<file path="config.mk">
export PLATFORM = sky130hd
export DESIGN_NAME = tdc_hit_time_reference_subtract
export DESIGN_NICKNAME = d
export VERILOG_FILES = /design/src/sv/tdcref_pkg.sv /design/src/sv/tdc_hit_time_reference_subtract.sv
export SDC_FILE = /design/constraint.sdc
export NUM_CORES = 2
export LEC_CHECK = 0
export BUFFER_PORTS_ARGS = -buffer_cell sky130_fd_sc_hd__buf_4
export CAP_MARGIN = 10
export CORE_UTILIZATION = 60
export CTS_CLUSTER_DIAMETER = 100
export DETAILED_ROUTE_END_ITERATION = 7
export PLACE_DENSITY_LB_ADDON = 0.2
export SYNTH_ARGS = -nofsm -noshare
export SYNTH_HDL_FRONTEND = slang
export SYNTH_SLANG_ARGS = --single-unit
export TNS_END_PERCENT = 30
</file>
<file path="constraint.sdc">
create_clock -name clk -period 14.3 [get_ports clk]
set_clock_uncertainty 0.1 [all_clocks]
set_input_delay 2.145 -clock clk [delete_from_list [all_inputs] [get_ports clk]]
set_output_delay 2.145 -clock clk [all_outputs]
set_load 0.03 [all_outputs]
</file>
<file path="src/sv/tdcref_pkg.sv">
// Package: constants, register indexes and helpers for the TDC hit time block.
`default_nettype none
package tdcref_pkg;

    localparam int TIME_W = 36;
    localparam int WIDE_W = 39;

    localparam logic [6:0] REF_CHANNEL = 7'd104;
    localparam logic [7:0] MARKER_BYTE = 8'hFC;

    localparam logic [19:0] COARSE_PERIOD_RST = 20'd163840;
    localparam logic [15:0] FINE_BIN_RST      = 16'd1321;
    localparam logic [6:0]  FINE_OFFSET_RST   = 7'd4;

    typedef enum logic [1:0] {
        REG_COARSE_PERIOD = 2'd0,
        REG_FINE_BIN      = 2'd1,
        REG_FINE_OFFSET   = 2'd2
    } cfg_reg_t;

    localparam logic signed [TIME_W-1:0] TIME_MAX = {1'b0, {(TIME_W-1){1'b1}}};
    localparam logic signed [TIME_W-1:0] TIME_MIN = {1'b1, {(TIME_W-1){1'b0}}};

    // clamp a wide signed value to the 36-bit signed range
    function automatic logic signed [TIME_W-1:0] sat36(input logic signed [WIDE_W-1:0] v);
        logic signed [TIME_W-1:0] r;
        if (v > WIDE_W'(TIME_MAX))
        begin
            r = TIME_MAX;
        end
        else if (v < WIDE_W'(TIME_MIN))
        begin
            r = TIME_MIN;
        end
        else
        begin
            r = v[TIME_W-1:0];
        end
        return r;
    endfunction

endpackage
`default_nettype wire

</file>
<file path="src/sv/tdc_hit_time_reference_subtract.sv">
// Top level: TDC hit word to time conversion with per-module reference subtraction.
`default_nettype none
// ---------------------------------------------------------------------------
// TDC hit time conversion with reference subtraction.
//
// Input beats (s_*) carry a module index and one 32-bit TDC hit word. Marker
// words (top byte 0xFC) are taken but produce no output beat. Every other
// word gives one output beat (m_*): time = coarse*period - (fine-offset)*bin
// in ns Q.16. Channel 104 is the module reference; its time is stored and
// sent out as an absolute time (m_tuser = 1). Other channels get time minus
// the stored reference, wrapped by 65536 coarse periods when negative.
//
// Pipeline: input register, product register, time register, result
// register; one beat is accepted every cycle unless the receiver stalls.
// The reference store is a 48 x 36 memory read in the product stage, with
// the write of the reference just ahead forwarded. Reset clears the
// pipeline valids, the per-module reference valid flops and the config
// registers; the store itself holds no reset (no clearing pass). When the
// receiver stalls the whole pipeline freezes and s_tready drops in the
// same cycle; the held result stays on m_tdata.
// Config writes are taken any cycle and are meant for an idle block.
// ---------------------------------------------------------------------------
module tdc_hit_time_reference_subtract
    import tdcref_pkg::*;
#(
    parameter int MODULE_COUNT = 48
)
(
    input  wire logic        clk,
    input  wire logic        rst_n,
    // config write port
    input  wire logic        cfg_we,
    input  wire logic [1:0]  cfg_addr,
    input  wire logic [19:0] cfg_wdata,
    // input stream
    input  wire logic        s_tvalid,
    output logic             s_tready,
    input  wire logic [39:0] s_tdata,   // [5:0] module_index, [37:6] raw_word, zero pad
    // result stream
    output logic             m_tvalid,
    input  wire logic        m_tready,
    output logic [55:0]      m_tdata,   // [35:0] hit_time, [41:36] hit_module,
                                        // [48:42] hit_channel, [49] trailing_edge,
                                        // [50] no_reference, zero pad
    output logic             m_tuser    // [0] is_reference
);

    localparam int IDX_W = (MODULE_COUNT > 1) ? $clog2(MODULE_COUNT) : 1;

    // config registers
    logic [19:0] coarse_period_reg;
    logic [15:0] fine_bin_reg;
    logic [6:0]  fine_offset_reg;

    // whole pipeline moves together unless the result is stuck
    logic adv;
    assign adv      = !m_tvalid || m_tready;
    assign s_tready = adv;

    // input fields
    logic [5:0]  in_module;
    logic [31:0] in_word;
    logic        in_marker;
    assign in_module = s_tdata[5:0];
    assign in_word   = s_tdata[37:6];
    assign in_marker = (in_word[31:24] == MARKER_BYTE);

    // stage 1: decoded input
    logic        s1_valid_reg;
    logic [5:0]  s1_module_reg;
    logic [6:0]  s1_channel_reg;
    logic [15:0] s1_coarse_reg;
    logic [6:0]  s1_fine_reg;
    logic        s1_edge_reg;

    // stage 2: products
    logic                    s2_valid_reg;
    logic [TIME_W-1:0]       s2_p1_reg;
    logic signed [24:0]      s2_p2_reg;
    logic [5:0]              s2_module_reg;
    logic [6:0]              s2_channel_reg;
    logic                    s2_edge_reg;
    logic                    s2_ref_reg;
    logic                    s2_in_range_reg;
    logic [IDX_W-1:0]        s2_idx_reg;

    // stage 3: saturated time, reference lookup
    logic                    s3_valid_reg;
    logic signed [TIME_W-1:0] s3_time_reg;
    logic [5:0]              s3_module_reg;
    logic [6:0]              s3_channel_reg;
    logic                    s3_edge_reg;
    logic                    s3_ref_reg;
    logic                    s3_in_range_reg;
    logic [IDX_W-1:0]        s3_idx_reg;
    logic                    s3_have_ref_reg;
    logic                    s3_fwd_reg;
    logic signed [TIME_W-1:0] s3_fwd_time_reg;
    logic signed [TIME_W-1:0] s3_mem_q_reg;

    // reference store
    logic signed [TIME_W-1:0] ref_mem [MODULE_COUNT];
    logic [MODULE_COUNT-1:0]  ref_valid_reg;

    // output register
    logic                    out_valid_reg;
    logic signed [TIME_W-1:0] out_time_reg;
    logic [5:0]              out_module_reg;
    logic [6:0]              out_channel_reg;
    logic                    out_ref_reg;
    logic                    out_edge_reg;
    logic                    out_noref_reg;

    // ---------------- stage 1 -> 2 ----------------
    logic signed [7:0]       fine_diff;
    logic signed [16:0]      bin_s;
    logic [TIME_W-1:0]       p1_next;
    logic signed [24:0]      p2_next;
    logic [8:0]              mod_ext1;
    logic                    in_range_next;
    logic [IDX_W-1:0]        idx_next;

    always_comb
    begin
        fine_diff     = $signed({1'b0, s1_fine_reg}) - $signed({1'b0, fine_offset_reg});
        bin_s         = $signed({1'b0, fine_bin_reg});
        p1_next       = {20'b0, s1_coarse_reg} * {16'b0, coarse_period_reg};
        p2_next       = 25'(fine_diff) * 25'(bin_s);
        mod_ext1      = {3'b0, s1_module_reg};
        in_range_next = (mod_ext1 < 9'(MODULE_COUNT));
        idx_next      = mod_ext1[IDX_W-1:0];
    end

    // ---------------- stage 2 -> 3 ----------------
    logic signed [WIDE_W-1:0] t_wide;
    logic signed [TIME_W-1:0] t_next;
    logic                     ref_we;
    logic                     fwd_next;
    logic                     have_ref_next;

    always_comb
    begin
        t_wide        = $signed({3'b0, s2_p1_reg}) - WIDE_W'(s2_p2_reg);
        t_next        = sat36(t_wide);
        // reference in stage 3 writes the store on this edge
        ref_we        = adv && s3_valid_reg && s3_ref_reg && s3_in_range_reg;
        fwd_next      = ref_we && (s3_idx_reg == s2_idx_reg);
        have_ref_next = s2_in_range_reg && (fwd_next || ref_valid_reg[s2_idx_reg]);
    end

    // ---------------- stage 3 -> out ----------------
    logic signed [TIME_W-1:0] r_sel;
    logic signed [WIDE_W-1:0] d1;
    logic signed [WIDE_W-1:0] d2;
    logic signed [WIDE_W-1:0] d_sel;
    logic signed [TIME_W-1:0] res_time;

    always_comb
    begin
        r_sel = '0;
        if (s3_have_ref_reg)
        begin
            r_sel = s3_fwd_reg ? s3_fwd_time_reg : s3_mem_q_reg;
        end
        d1    = WIDE_W'(s3_time_reg) - WIDE_W'(r_sel);
        d2    = d1 + $signed({3'b0, coarse_period_reg, 16'b0});
        d_sel = d1[WIDE_W-1] ? d2 : d1;
        res_time = s3_ref_reg ? s3_time_reg : sat36(d_sel);
    end

    // ---------------- control state ----------------
    always_ff @(posedge clk or negedge rst_n)
    begin
        if (!rst_n)
        begin
            coarse_period_reg <= COARSE_PERIOD_RST;
            fine_bin_reg      <= FINE_BIN_RST;
            fine_offset_reg   <= FINE_OFFSET_RST;
            s1_valid_reg      <= 1'b0;
            s2_valid_reg      <= 1'b0;
            s3_valid_reg      <= 1'b0;
            out_valid_reg     <= 1'b0;
            ref_valid_reg     <= '0;
        end
        else
        begin
            if (cfg_we)
            begin
                unique case (cfg_addr)
                    REG_COARSE_PERIOD: coarse_period_reg <= cfg_wdata;
                    REG_FINE_BIN:      fine_bin_reg      <= cfg_wdata[15:0];
                    REG_FINE_OFFSET:   fine_offset_reg   <= cfg_wdata[6:0];
                    default:           ;
                endcase
            end
            if (adv)
            begin
                s1_valid_reg  <= s_tvalid && !in_marker;
                s2_valid_reg  <= s1_valid_reg;
                s3_valid_reg  <= s2_valid_reg;
                out_valid_reg <= s3_valid_reg;
            end
            if (ref_we)
            begin
                ref_valid_reg[s3_idx_reg] <= 1'b1;
            end
        end
    end

    // ---------------- payload and store ----------------
    always_ff @(posedge clk)
    begin
        if (ref_we)
        begin
            ref_mem[s3_idx_reg] <= s3_time_reg;
        end
        if (adv)
        begin
            s1_module_reg   <= in_module;
            s1_channel_reg  <= in_word[30:24];
            s1_coarse_reg   <= in_word[23:8];
            s1_fine_reg     <= in_word[6:0];
            s1_edge_reg     <= in_word[31];

            s2_p1_reg       <= p1_next;
            s2_p2_reg       <= p2_next;
            s2_module_reg   <= s1_module_reg;
            s2_channel_reg  <= s1_channel_reg;
            s2_edge_reg     <= s1_edge_reg;
            s2_ref_reg      <= (s1_channel_reg == REF_CHANNEL);
            s2_in_range_reg <= in_range_next;
            s2_idx_reg      <= idx_next;

            s3_time_reg     <= t_next;
            s3_module_reg   <= s2_module_reg;
            s3_channel_reg  <= s2_channel_reg;
            s3_edge_reg     <= s2_edge_reg;
            s3_ref_reg      <= s2_ref_reg;
            s3_in_range_reg <= s2_in_range_reg;
            s3_idx_reg      <= s2_idx_reg;
            s3_have_ref_reg <= have_ref_next;
            s3_fwd_reg      <= fwd_next;
            s3_fwd_time_reg <= s3_time_reg;
            s3_mem_q_reg    <= ref_mem[s2_idx_reg];

            out_time_reg    <= res_time;
            out_module_reg  <= s3_module_reg;
            out_channel_reg <= s3_channel_reg;
            out_ref_reg     <= s3_ref_reg;
            out_edge_reg    <= s3_ref_reg ? 1'b0 : s3_edge_reg;
            out_noref_reg   <= s3_ref_reg ? 1'b0 : !s3_have_ref_reg;
        end
    end

    assign m_tvalid = out_valid_reg;
    assign m_tdata  = {5'b0, out_noref_reg, out_edge_reg, out_channel_reg,
                       out_module_reg, out_time_reg};
    assign m_tuser  = out_ref_reg;

endmodule
`default_nettype wire
</file>
==> impl_metrics.ini <==
[drt]
drt_iter0_drc = 6749
wl_met2_mm = 113.7
drc = 0
dr_wl_met3_mm = 25.29
finalWirelength_mm = 243.5
vias = 53169
via_per_inst = 6.433
ant_nets = 0
topRoutingLayerUsed = met5
m1WireLength_mm = 94.38
wl_per_cell_um = 29.46
drt_pass1_iterations = 8

[status]
outcome = complete, no violations

[global_routing]
grt_pass1_wl_mm = 358.3
grtUsageTotal = 0.2982
grt-ovfl-total = 0
grt_pass1_vias = 54266
grt_antenna_before_repair = 10
grt_max_degree = 119

[setup_path]
cp_top_family = compound AO/OA/AOI/OAI gates
worst_path_most_repeated_cell = inv_1
cp_max_fo = 17
slowest_delay_ps = 710
crit_path_end_kind = register
cp-start-kind = register
crit_slowest_cell = o41ai_1
worstPathRequired_ps = 14830
crit_arrival_ps = 8280
crit_type = register to register
path_buf_inv = 6

[hold_path]
hold_class = register to register

[cts]
cts_hold_buffers = 0
clk_latency_ps = 840
cts-root-buf = clkbuf_16
cts_resized = 0
clk_pin_slew_ps = 60
clock-sinks = 2115
cts_tree = yes
cts_buffers = 202
cts_buffer_depth = 3
h-tree-depth = 4
cts_setup_buffers = 0

[layout]
nFillCells = 10612
final_common_cell = edfxtp_1
area_delta_synth_final_pct = 11.44
drive_gt1_frac = 0.2252
layout_common_cells = edfxtp_1 (2020), mux4_2 (555), inv_1 (437), nand2_1 (384), fa_1 (339)
largest_reg_flops = 1728
final_nets = 6589
multi_input_area_um2 = 33690
register_area_um2 = 63050

[synth]
synth_cells = 5705
synth-seq-cells = 2115
yosysUniqueCellTypes = 82
syn_area_per_cell_um2 = 17.35
synth_ff_type = edfxtp_1
synthesis.area_um2 = 98990
async_reset_ff_frac = 0.04492
synth_warnings = 0
synth-edff-count = 2020
synth-seq-area-share = 0.6369

[placement]
numPortBuffers = 117
dp_hpwl_mm = 140.2
place.gp.congestion = 0.8802

[floorplan]
ios = 126
start_util = 0.6061
fp.coreArea_um2 = 163300
die_h_um = 408.2
rows = 148
fp.dieArea_um2 = 166600
die_x_um = 408.2

[timing]
max_slew_margin = 0.1656
fin_crit_ps = 7754
clock.fmax_mhz = 129.0
finalCritPeriodShare = 0.5422
finalSetupTns_ps = 0
finalSetupViolCount = 0
drv_slew = 0
hold_viol = 0
rsz0062_at_grt = no
tightest_slew_ps = 1238

[run]
drv_cap = 0
-- per-layer routing --
layer	track usage	up-vias
li1	-	22099
met1	0.4178	27631
met2	0.4567	2954
met3	0.07394	479
met4	0.1160	6
met5	0	-
-- path summary, 6_finish.rpt --
kind / from / end / slack (ps) / depth (start not counted)
setup / recovery: fine_offset_reg[2]$_DFFE_PN1P_ / s2_p2_reg[24]$_DFFE_PN_ / 6550 / 26
hold / removal: s2_channel_reg[1]$_DFFE_PN_ / s3_channel_reg[1]$_DFFE_PN_ / 310 / 0
setup reg to reg: fine_offset_reg[2]$_DFFE_PN1P_ / s2_p2_reg[24]$_DFFE_PN_ / 6550 / 26
hold reg to reg: s2_channel_reg[1]$_DFFE_PN_ / s3_channel_reg[1]$_DFFE_PN_ / 310 / 0
max in group asynchronous: rst_n / ref_valid_reg[3]$_DFFE_PN0P_ / 11660 / 2
min in group asynchronous: rst_n / coarse_period_reg[13]$_DFFE_PN0P_ / 1270 / 1
-- Yosys cell counts, types with 80 or more instances --
| cell | count | area, um^2 |
|---|---|---|
| xnor2_1 | 81 | 709.4 |
| o21ai_0 | 99 | 495.5 |
| nand2_1 | 384 | 1441 |
| dfrtp_1 | 87 | 2177 |
| nor2_1 | 143 | 536.8 |
| inv_1 | 437 | 1640 |
| and2_1 | 184 | 1151 |
| mux2_2 | 80 | 900.9 |
| a21oi_1 | 108 | 540.5 |
| mux4_2 | 555 | 12500 |
| fa_1 | 339 | 6787 |
| ha_1 | 268 | 3353 |
| edfxtp_1 | 2020 | 60660 |
| clkbuf_1 | 180 | 675.7 |
-- area by class of cell --
cell class              instances  area share
flip-flops and latches       2115      0.5715
multi-input cells            2906      0.3054
clock buffers                 236     0.04844
well taps                    2175     0.02467
repair buffers                252     0.01760
clock inverters               141     0.01744
inverters                     438     0.01490
diodes                          2  0.00004537
-- kinds of logic after synthesis --
| logic type | after synthesis | share of synthesized area |
|---|---|---|
| other cells | 1 | 0.00003788 |
| simple gates | 973 | 0.04778 |
| xor+xnor | 134 | 0.01201 |
| buf+inv | 688 | 0.02683 |
| fa+ha+maj | 607 | 0.1024 |
| compound gates | 512 | 0.03461 |
| flops | 2115 | 0.6369 |
| mux | 675 | 0.1394 |
-- stage by stage --
stage	hold WS, ps	cell area (um^2)	worst slack, ps	util	cells
global placement	300.3	103000	6725	0.6309	7886
finish	313.9	110300	6546	0.6754	8265
detailed placement	304.5	103000	6671	0.6309	7886
floorplan	300.3	99010	336.9	-	5709
global route	321.5	110300	5976	0.6754	8263
CTS	316.5	110300	6532	0.6754	8263
Power is not shown: default switching activity piles up to over one toggle a cycle in this logic, so the estimate is an artifact.
